File: config.mk
export PLATFORM = sky130hd
export DESIGN_NAME = detection_box_decode
export DESIGN_NICKNAME = d
export VERILOG_FILES = /design/src/design/dbd_pkg.sv /design/src/design/detection_box_decode.sv /design/src/design/dbd_front.sv /design/src/design/dbd_queue.sv /design/src/design/dbd_back.sv
export SDC_FILE = /design/constraint.sdc
export NUM_CORES = 2
export LEC_CHECK = 0
export ABC_AREA = 0
export BUFFER_PORTS_ARGS = -buffer_cell sky130_fd_sc_hd__buf_2
export CAP_MARGIN = 20
export CORE_ASPECT_RATIO = 1.2
export CORE_MARGIN = 8
export CORE_UTILIZATION = 37
export CTS_CLUSTER_SIZE = 40
export DETAILED_ROUTE_END_ITERATION = 10
export PLACE_DENSITY_LB_ADDON = 0.1
export SETUP_SLACK_MARGIN = 0.15
export SLEW_MARGIN = 0
export SYNTH_ARGS = -nofsm -noshare
export SYNTH_HDL_FRONTEND = slang
export SYNTH_SLANG_ARGS = --single-unit
export TNS_END_PERCENT = 30
File: constraint.sdc
create_clock -name clock -period 14.6 [get_ports clock]
set_input_delay 1.46 -clock clock [delete_from_list [all_inputs] [get_ports clock]]
set_output_delay 1.46 -clock clock [all_outputs]
set_load 0.05 [all_outputs]
File: src/design/dbd_pkg.sv
// Types and constants of the detection box decoder
`default_nettype none
package dbd_pkg;

   localparam int COORD_W = 18;
   localparam int SCORE_W = 16;
   localparam int DIM_W = 13;
   localparam int POS_W = 12;
   localparam int CLASS_W = 7;
   localparam int CSR_IDX_W = 2;
   localparam int CSR_DATA_W = 16;
   localparam int DIFF_W = COORD_W + 1;
   localparam int START_PROD_W = DIFF_W + DIM_W;
   localparam int SIZE_PROD_W = COORD_W + DIM_W;
   localparam int QUEUE_DEPTH = 4;
   localparam int QPTR_W = $clog2(QUEUE_DEPTH);
   localparam int QCNT_W = $clog2(QUEUE_DEPTH + 1);

   localparam logic [DIM_W-1:0] DIM_MAX = DIM_W'(4096);
   localparam logic [DIM_W-1:0] IMAGE_WIDTH_RESET = DIM_W'(640);
   localparam logic [DIM_W-1:0] IMAGE_HEIGHT_RESET = DIM_W'(640);
   localparam logic [SCORE_W-1:0] THRESHOLD_RESET = SCORE_W'(32768);

   typedef enum logic [CSR_IDX_W-1:0] {
      CSR_IMAGE_WIDTH,
      CSR_IMAGE_HEIGHT,
      CSR_SCORE_THRESHOLD
   } dbd_csr_type;

   typedef struct packed {
      logic [COORD_W-1:0] x;
      logic [COORD_W-1:0] y;
      logic [COORD_W-1:0] w;
      logic [COORD_W-1:0] h;
      logic [CLASS_W-1:0] class_index;
      logic [SCORE_W-1:0] score;
   } dbd_job_type;

   typedef struct packed {
      logic valid;
      dbd_job_type job;
   } dbd_beat_type;

endpackage
`default_nettype wire

File: src/design/detection_box_decode.sv
// Detection box decoder top level: config registers, front end, queue, back end
// A passing box's last-class beat is written to the queue, then registered in s1 and out.
// Throughput: one req beat per cycle; req_ready drops only while the 4-entry queue is full.
// The back end drains one detection per cycle when not stalled by rsp_ready; two stages.
// Reset (synchronous, high) empties queue and pipeline, zeroes argmax state and held box,
// and loads image size 640 x 640 and score threshold 32768.
`default_nettype none
module detection_box_decode import dbd_pkg::*; #(
   parameter int MAX_CLASSES = 128,
   parameter int COORD_FRAC_BITS = 16
) (
   input  wire logic clock,
   input  wire logic reset,
   input  wire logic req_valid,
   output logic req_ready,
   input  wire logic [COORD_W-1:0] req_center_x,
   input  wire logic [COORD_W-1:0] req_center_y,
   input  wire logic [COORD_W-1:0] req_box_w,
   input  wire logic [COORD_W-1:0] req_box_h,
   input  wire logic [SCORE_W-1:0] req_class_score,
   input  wire logic req_first_class,
   input  wire logic req_last_class,
   output logic rsp_valid,
   input  wire logic rsp_ready,
   output logic [POS_W-1:0] rsp_box_left,
   output logic [POS_W-1:0] rsp_box_top,
   output logic [DIM_W-1:0] rsp_box_width,
   output logic [DIM_W-1:0] rsp_box_height,
   output logic [CLASS_W-1:0] rsp_class_index,
   output logic [SCORE_W-1:0] rsp_confidence,
   input  wire logic csr_write_enable,
   input  wire logic [CSR_IDX_W-1:0] csr_index,
   input  wire logic [CSR_DATA_W-1:0] csr_write_data
);

   logic [DIM_W-1:0] image_width_ff, image_width_in;
   logic [DIM_W-1:0] image_height_ff, image_height_in;
   logic [SCORE_W-1:0] threshold_ff, threshold_in;
   dbd_beat_type push;
   dbd_beat_type head;
   logic pop;
   logic has_space;

   always_comb begin
      image_width_in = image_width_ff;
      image_height_in = image_height_ff;
      threshold_in = threshold_ff;
      if (csr_write_enable) begin
         case (dbd_csr_type'(csr_index))
            CSR_IMAGE_WIDTH: begin
               image_width_in = csr_write_data[DIM_W-1:0];
            end
            CSR_IMAGE_HEIGHT: begin
               image_height_in = csr_write_data[DIM_W-1:0];
            end
            CSR_SCORE_THRESHOLD: begin
               threshold_in = csr_write_data[SCORE_W-1:0];
            end
            default: begin
               threshold_in = threshold_ff;
            end
         endcase
      end
   end

   always_ff @(posedge clock) begin
      if (reset) begin
         image_width_ff <= IMAGE_WIDTH_RESET;
         image_height_ff <= IMAGE_HEIGHT_RESET;
         threshold_ff <= THRESHOLD_RESET;
      end else begin
         image_width_ff <= image_width_in;
         image_height_ff <= image_height_in;
         threshold_ff <= threshold_in;
      end
   end

   assign req_ready = has_space;

   dbd_front #(
      .MAX_CLASSES(MAX_CLASSES)
   ) u_front (
      .clock(clock),
      .reset(reset),
      .accept(req_valid && has_space),
      .center_x(req_center_x),
      .center_y(req_center_y),
      .box_w(req_box_w),
      .box_h(req_box_h),
      .class_score(req_class_score),
      .first_class(req_first_class),
      .last_class(req_last_class),
      .score_threshold(threshold_ff),
      .push(push)
   );

   dbd_queue u_queue (
      .clock(clock),
      .reset(reset),
      .push(push),
      .pop(pop),
      .has_space(has_space),
      .head(head)
   );

   dbd_back #(
      .COORD_FRAC_BITS(COORD_FRAC_BITS)
   ) u_back (
      .clock(clock),
      .reset(reset),
      .head(head),
      .pop(pop),
      .image_width(image_width_ff),
      .image_height(image_height_ff),
      .rsp_valid(rsp_valid),
      .rsp_ready(rsp_ready),
      .rsp_box_left(rsp_box_left),
      .rsp_box_top(rsp_box_top),
      .rsp_box_width(rsp_box_width),
      .rsp_box_height(rsp_box_height),
      .rsp_class_index(rsp_class_index),
      .rsp_confidence(rsp_confidence)
   );

endmodule
`default_nettype wire

File: src/design/dbd_front.sv
// Front end: holds box coordinates, runs the class argmax and the threshold test
`default_nettype none
module dbd_front import dbd_pkg::*; #(
   parameter int MAX_CLASSES = 128
) (
   input  wire logic clock,
   input  wire logic reset,
   input  wire logic accept,
   input  wire logic [COORD_W-1:0] center_x,
   input  wire logic [COORD_W-1:0] center_y,
   input  wire logic [COORD_W-1:0] box_w,
   input  wire logic [COORD_W-1:0] box_h,
   input  wire logic [SCORE_W-1:0] class_score,
   input  wire logic first_class,
   input  wire logic last_class,
   input  wire logic [SCORE_W-1:0] score_threshold,
   output dbd_beat_type push
);

   localparam int CNT_W = $clog2(MAX_CLASSES + 1);

   logic [COORD_W-1:0] held_x_ff, held_x_in;
   logic [COORD_W-1:0] held_y_ff, held_y_in;
   logic [COORD_W-1:0] held_w_ff, held_w_in;
   logic [COORD_W-1:0] held_h_ff, held_h_in;
   logic [SCORE_W-1:0] best_score_ff, best_score_in;
   logic [CLASS_W-1:0] best_index_ff, best_index_in;
   logic [CNT_W-1:0] count_ff, count_in;
   logic [CNT_W-1:0] count_eff;
   logic [SCORE_W-1:0] best_new;
   logic [CLASS_W-1:0] index_new;
   logic take_new;

   always_comb begin
      count_eff = first_class ? '0 : count_ff;
      take_new = (count_eff < CNT_W'(MAX_CLASSES)) &&
                 ((count_eff == '0) || (class_score > best_score_ff));
      best_new = take_new ? class_score : best_score_ff;
      index_new = take_new ? CLASS_W'(count_eff) : best_index_ff;

      held_x_in = held_x_ff;
      held_y_in = held_y_ff;
      held_w_in = held_w_ff;
      held_h_in = held_h_ff;
      best_score_in = best_score_ff;
      best_index_in = best_index_ff;
      count_in = count_ff;
      if (accept) begin
         if (first_class) begin
            held_x_in = center_x;
            held_y_in = center_y;
            held_w_in = box_w;
            held_h_in = box_h;
         end
         best_score_in = best_new;
         best_index_in = index_new;
         if (last_class) begin
            count_in = '0;
         end else if (count_eff < CNT_W'(MAX_CLASSES)) begin
            count_in = count_eff + CNT_W'(1);
         end else begin
            count_in = count_eff;
         end
      end

      push.valid = accept && last_class && (best_new >= score_threshold);
      push.job.x = held_x_in;
      push.job.y = held_y_in;
      push.job.w = held_w_in;
      push.job.h = held_h_in;
      push.job.class_index = index_new;
      push.job.score = best_new;
   end

   always_ff @(posedge clock) begin
      if (reset) begin
         held_x_ff <= '0;
         held_y_ff <= '0;
         held_w_ff <= '0;
         held_h_ff <= '0;
         best_score_ff <= '0;
         best_index_ff <= '0;
         count_ff <= '0;
      end else begin
         held_x_ff <= held_x_in;
         held_y_ff <= held_y_in;
         held_w_ff <= held_w_in;
         held_h_ff <= held_h_in;
         best_score_ff <= best_score_in;
         best_index_ff <= best_index_in;
         count_ff <= count_in;
      end
   end

endmodule
`default_nettype wire

File: src/design/dbd_queue.sv
// Detection queue between the argmax front end and the scaling back end
`default_nettype none
module dbd_queue import dbd_pkg::*; (
   input  wire logic clock,
   input  wire logic reset,
   input  wire dbd_beat_type push,
   input  wire logic pop,
   output logic has_space,
   output dbd_beat_type head
);

   dbd_job_type entry_ff [QUEUE_DEPTH];
   logic [QPTR_W-1:0] wr_ptr_ff, wr_ptr_in;
   logic [QPTR_W-1:0] rd_ptr_ff, rd_ptr_in;
   logic [QCNT_W-1:0] count_ff, count_in;
   logic do_pop;

   always_comb begin
      has_space = count_ff != QCNT_W'(QUEUE_DEPTH);
      head.valid = count_ff != '0;
      head.job = entry_ff[rd_ptr_ff];
      do_pop = pop && head.valid;
      wr_ptr_in = push.valid ? wr_ptr_ff + QPTR_W'(1) : wr_ptr_ff;
      rd_ptr_in = do_pop ? rd_ptr_ff + QPTR_W'(1) : rd_ptr_ff;
      count_in = count_ff + QCNT_W'(push.valid) - QCNT_W'(do_pop);
   end

   always_ff @(posedge clock) begin
      if (push.valid) begin
         entry_ff[wr_ptr_ff] <= push.job;
      end
   end

   always_ff @(posedge clock) begin
      if (reset) begin
         wr_ptr_ff <= '0;
         rd_ptr_ff <= '0;
         count_ff <= '0;
      end else begin
         wr_ptr_ff <= wr_ptr_in;
         rd_ptr_ff <= rd_ptr_in;
         count_ff <= count_in;
      end
   end

endmodule
`default_nettype wire

File: src/design/dbd_back.sv
// Back end: scales a detection to pixels and clamps it to the image, two stages
`default_nettype none
module dbd_back import dbd_pkg::*; #(
   parameter int COORD_FRAC_BITS = 16
) (
   input  wire logic clock,
   input  wire logic reset,
   input  wire dbd_beat_type head,
   output logic pop,
   input  wire logic [DIM_W-1:0] image_width,
   input  wire logic [DIM_W-1:0] image_height,
   output logic rsp_valid,
   input  wire logic rsp_ready,
   output logic [POS_W-1:0] rsp_box_left,
   output logic [POS_W-1:0] rsp_box_top,
   output logic [DIM_W-1:0] rsp_box_width,
   output logic [DIM_W-1:0] rsp_box_height,
   output logic [CLASS_W-1:0] rsp_class_index,
   output logic [SCORE_W-1:0] rsp_confidence
);

   function automatic logic [DIM_W-1:0] sat_dim(input logic [DIM_W-1:0] r);
      sat_dim = (r > DIM_MAX) ? DIM_MAX : r;
   endfunction

   function automatic logic [START_PROD_W-1:0] start_prod(
      input logic [COORD_W-1:0] c,
      input logic [COORD_W-1:0] s,
      input logic [DIM_W-1:0] dim
   );
      logic [DIFF_W-1:0] twice_c;
      logic [DIFF_W-1:0] diff;
      twice_c = {c, 1'b0};
      diff = twice_c - DIFF_W'(s);
      start_prod = (twice_c < DIFF_W'(s)) ? '0 :
                   START_PROD_W'(diff) * START_PROD_W'(dim);
   endfunction

   function automatic logic [POS_W+DIM_W-1:0] finish_axis(
      input logic [START_PROD_W-1:0] p,
      input logic [SIZE_PROD_W-1:0] q,
      input logic [DIM_W-1:0] dim
   );
      logic [START_PROD_W-1:0] lo_raw;
      logic [SIZE_PROD_W-1:0] sz_raw;
      logic [DIM_W-1:0] lo;
      logic [DIM_W-1:0] room;
      logic [DIM_W-1:0] sz;
      lo_raw = p >> (COORD_FRAC_BITS + 1);
      sz_raw = q >> COORD_FRAC_BITS;
      if (dim == '0) begin
         lo = '0;
      end else if (lo_raw > START_PROD_W'(dim - DIM_W'(1))) begin
         lo = dim - DIM_W'(1);
      end else begin
         lo = DIM_W'(lo_raw);
      end
      room = dim - lo;
      sz = (sz_raw > SIZE_PROD_W'(room)) ? room : DIM_W'(sz_raw);
      if (sz == '0) begin
         sz = DIM_W'(1);
      end
      finish_axis = {POS_W'(lo), sz};
   endfunction

   logic s1_valid_ff, s1_valid_in;
   logic [START_PROD_W-1:0] px_ff, px_in, py_ff, py_in;
   logic [SIZE_PROD_W-1:0] qx_ff, qx_in, qy_ff, qy_in;
   logic [DIM_W-1:0] dim_x_ff, dim_x_in, dim_y_ff, dim_y_in;
   logic [CLASS_W-1:0] s1_class_ff, s1_class_in;
   logic [SCORE_W-1:0] s1_score_ff, s1_score_in;

   logic out_valid_ff, out_valid_in;
   logic [POS_W+DIM_W-1:0] axis_x_ff, axis_x_in, axis_y_ff, axis_y_in;
   logic [CLASS_W-1:0] out_class_ff, out_class_in;
   logic [SCORE_W-1:0] out_score_ff, out_score_in;

   logic out_adv;
   logic s1_adv;
   logic [DIM_W-1:0] dim_x;
   logic [DIM_W-1:0] dim_y;

   always_comb begin
      out_adv = !out_valid_ff || rsp_ready;
      s1_adv = !s1_valid_ff || out_adv;
      pop = head.valid && s1_adv;
      dim_x = sat_dim(image_width);
      dim_y = sat_dim(image_height);

      s1_valid_in = s1_adv ? head.valid : s1_valid_ff;
      px_in = px_ff;
      py_in = py_ff;
      qx_in = qx_ff;
      qy_in = qy_ff;
      dim_x_in = dim_x_ff;
      dim_y_in = dim_y_ff;
      s1_class_in = s1_class_ff;
      s1_score_in = s1_score_ff;
      if (pop) begin
         px_in = start_prod(head.job.x, head.job.w, dim_x);
         py_in = start_prod(head.job.y, head.job.h, dim_y);
         qx_in = SIZE_PROD_W'(head.job.w) * SIZE_PROD_W'(dim_x);
         qy_in = SIZE_PROD_W'(head.job.h) * SIZE_PROD_W'(dim_y);
         dim_x_in = dim_x;
         dim_y_in = dim_y;
         s1_class_in = head.job.class_index;
         s1_score_in = head.job.score;
      end

      out_valid_in = out_adv ? s1_valid_ff : out_valid_ff;
      axis_x_in = axis_x_ff;
      axis_y_in = axis_y_ff;
      out_class_in = out_class_ff;
      out_score_in = out_score_ff;
      if (out_adv && s1_valid_ff) begin
         axis_x_in = finish_axis(px_ff, qx_ff, dim_x_ff);
         axis_y_in = finish_axis(py_ff, qy_ff, dim_y_ff);
         out_class_in = s1_class_ff;
         out_score_in = s1_score_ff;
      end
   end

   always_ff @(posedge clock) begin
      px_ff <= px_in;
      py_ff <= py_in;
      qx_ff <= qx_in;
      qy_ff <= qy_in;
      dim_x_ff <= dim_x_in;
      dim_y_ff <= dim_y_in;
      s1_class_ff <= s1_class_in;
      s1_score_ff <= s1_score_in;
      axis_x_ff <= axis_x_in;
      axis_y_ff <= axis_y_in;
      out_class_ff <= out_class_in;
      out_score_ff <= out_score_in;
   end

   always_ff @(posedge clock) begin
      if (reset) begin
         s1_valid_ff <= 1'b0;
         out_valid_ff <= 1'b0;
      end else begin
         s1_valid_ff <= s1_valid_in;
         out_valid_ff <= out_valid_in;
      end
   end

   assign rsp_valid = out_valid_ff;
   assign rsp_box_left = axis_x_ff[POS_W+DIM_W-1:DIM_W];
   assign rsp_box_width = axis_x_ff[DIM_W-1:0];
   assign rsp_box_top = axis_y_ff[POS_W+DIM_W-1:DIM_W];
   assign rsp_box_height = axis_y_ff[DIM_W-1:0];
   assign rsp_class_index = out_class_ff;
   assign rsp_confidence = out_score_ff;

endmodule
`default_nettype wire

==> metrics.md <==
| Metric | Value |
|---|---|
| Status | finished clean |
| TritonCTS clock tree | done |
| Setup TNS | 0 ns |
| Multi-input gate area | roughly 36,000 sq um |
| DRC | 0 |
| Gr usage total | between 10% and 20% |
| CP max FO | roughly 100 |
| Post-Syn Area | 59,800 sq um |
| Hold violation total from the final report | 0 |
| FF-to-FF path depth | 33 |
| Commonest non-fill, non-tap cell in the layout | inv_1 |
| Synth unique cells | between 80 and 90 |
| Grt ovf | 0 |
| Routed WL | between 150,000 and 200,000 um |
| Post-CTS Setup Bufs | 0 |
| Crit start category | register |
| Wl on met1 | about 76,000 um |
| Worst Hold Class | register to register |
| Vias in the first global route | between 40,000 and 50,000 |
| Max Cap Viol | 0 |
| Max stage delay on crit path | roughly 0.8 ns |
| I/O Buffers | ~190 |
| Die height | approximately 460 um |
| Final period utilization | between 70% and 80% |
| GPL Wtd Cong | between 0.8 and 0.9 |
| Hold Buf Count CTS | 0 |
| R2R setup slack | 3.98 ns |
| Initial Util | approximately 37% |
| Share of cells above drive strength 1 | roughly 11% |
| Synth warn | 0 |
| #FFs+latches synth | between 700 and 800 |
| HP Start | u_back.s1_score_ff[10] |
| Drt via density | between 4 and 5 |
| Top cell by count, worst path | fa_1 |
| Die Wd | 383 um |
| Hold depth | 0 |
| CP endpoint kind | register |
| Mean Syn Cell Area | between 10 and 15 sq um |
| Worst hold slack | approximately 0.41 ns |
| TritonCTS Sinks | around 700 |
| Primary FF master, synth | edfxtp_1 |
| Post-DRT Antenna Nets | 0 |
| Register area | ~20,000 sq um |
| Clock skew | 0.0432 ns |
| Crit path max-delay cell type | nor2_1 |
| Register area share after synthesis | between 30 and 40% |
| Initial DRT Pass Iterations | 5 |
| Cts repair resizes | 0 |
| CP top delay family | compound AO/OA/AOI/OAI gates |
| Area grow syn2layout | 10.1% |
| Clock buffer count from CTS | 80 |
| WS Path Type | register to register |
| RSZ-0062 raised after global routing | no |
| CP Data Required Time | between 10 and 15 ns |
| Fin nets | 6,950 |
| Core ar. | 160,000 sq um |
| Syn Inst Count | ~5,600 |
| Largest net degree at the start of global routing | between 100 and 150 |
| Final HPWL DP | between 100,000 and 150,000 um |
| Syn nets | between 6,000 and 7,000 |
| Routed len/inst | 20.9 um |
| Most frequent cells in the layout | inv_1 (904), nand2_1 (780), fa_1 (727) |
| Initial antenna violation count | 15 |
| Top Ports | about 190 |
| Ys async rst share | 0% |
| Max Clock Freq | between 90 and 100 MHz |
| Die ar. | approximately 170,000 sq um |
| Skew-Pair Late Insertion Delay | between 0.6 and 0.7 ns |
| Tmin final | roughly 11 ns |
| Root buffer cell | clkbuf_16 |
| Wire length on met3 | roughly 7600 um |
| Slew Limit Fails | 0 |
| Max layer used | met5 |
| Slew headroom | about a quarter |
| Clock slew seen by the registers of the worst setup and hold paths | ~0.060 ns |
| Crit path DAT | ~11 ns |
| Worst-margin pin slew | roughly 1.1 ns |
| CTS Buffer Depth | 3 |
| Bufs and invs on worst path | 5 |
| Vias | 39,100 |
| Critical path depth | 33 |
| First-pass GRT wire length | 255,000 um |
| H-tree levels | 3 |
| Fill cells | around 16,000 |
| Floorplan row count | 161 |
| WL met2 | about 77,000 um |
| Number of synthesized flops with an enable pin | between 500 and 600 |
| DRT iter0 DRCs | 2,280 |
| # setup viols final | 0 |
[layout make-up]
type | count | area share (%)
multi-input combinational | 3692 | 54.0
sequential | 718 | 30.4
inverter | 917 | 5.23
tap | 2119 | 4.03
clock buffer | 115 | 3.41
timing repair buffer | 259 | 2.27
clock inverter | 32 | 0.673
antenna | 3 | 0.0114
[per-layer routing]
metal  vias up  GRT usage, %
met5         -             0
met4        14          4.78
met3       214          2.80
met2       786          31.0
met1     19800          25.9
li1      18300             -
[Yosys cell counts (13+ instances only)]
master | n | area [sq um]
a211oi_1 | 13 | 97.6
a21o_1 | 55 | 413
a21oi_1 | 160 | 801
a31oi_1 | 23 | 144
and2_1 | 65 | 407
and3_1 | 16 | 100
buf_1 | 21 | 78.8
clkbuf_1 | 192 | 721
dfxtp_1 | 156 | 3120
edfxtp_1 | 562 | 16900
fa_1 | 727 | 14600
ha_1 | 442 | 5530
inv_1 | 905 | 3400
mux2_2 | 113 | 1270
mux2i_1 | 41 | 410
mux4_2 | 84 | 1890
nand2_1 | 781 | 2930
nand2b_1 | 51 | 319
nand3_1 | 47 | 235
nand4_1 | 35 | 219
nor2_1 | 416 | 1560
nor2b_1 | 106 | 663
nor3_1 | 40 | 200
nor4_1 | 15 | 93.8
o21a_1 | 40 | 300
o21ai_0 | 93 | 465
o31ai_1 | 15 | 113
or2_2 | 17 | 106
xnor2_1 | 96 | 841
xor2_1 | 60 | 526
[sequential cells by signal, indices dropped and copies added (netlist names), 15 cells and up, named ones only]
signal / flops
u_back.s1_score_ff: 16
u_front.held_w_ff: 18
u_front.held_y_ff: 18
u_back.qx_ff: 15
u_back.py_ff: 15
u_back.px_ff: 15
u_back.axis_x_ff: 25
u_back.axis_y_ff: 25
u_queue.entry_ff: 380
u_front.best_score_ff: 16
threshold_ff: 16
u_back.qy_ff: 15
u_back.rsp_confidence: 16
u_front.held_h_ff: 18
u_front.held_x_ff: 18
[worst paths after layout]
kind,endpoint
max,u_back.px_ff[31]
min,u_back.rsp_confidence[10]
max reg2reg,u_back.px_ff[31]
min reg2reg,u_back.rsp_confidence[10]
[kinds of logic after synthesis]
logic type	after synthesis	synth area share (%)
AOI/OAI and AO/OA	493	5.38
muxes	238	5.98
xor gates and xnor gates	157	2.31
DFF	718	33.5
buffers and inverters	1142	7.22
and+or+nand+nor	1634	12.0
adders and majority gates	1170	33.6
[through the flow]
step | std cells | worst slack, ns | area [sq um] | util (%)
global placement | 7702 | 4.09 | 63100 | 39.4
finish | 7855 | 3.98 | 65800 | 41.0
CTS | 7851 | 3.91 | 65800 | 41.0
global route | 7852 | 3.13 | 65800 | 41.0
floorplan | 5552 | 4.62 | 59800 | -
detailed placement | 7704 | 3.97 | 63100 | 39.4
[worst register-to-register path: cells and delay by family (launching register included)]
family	cells	cell delay, ns
compound gates	14	3.24
xor+xnor	1	0.16
fa+ha+maj	7	3.20
buf+inv	5	0.95
flops	1	0.41
mux	1	0.84
simple gates	5	1.52
Power is left out: the tool's default activity adds up to more than one toggle a clock period on the data nets, which glitch-free logic cannot reach.
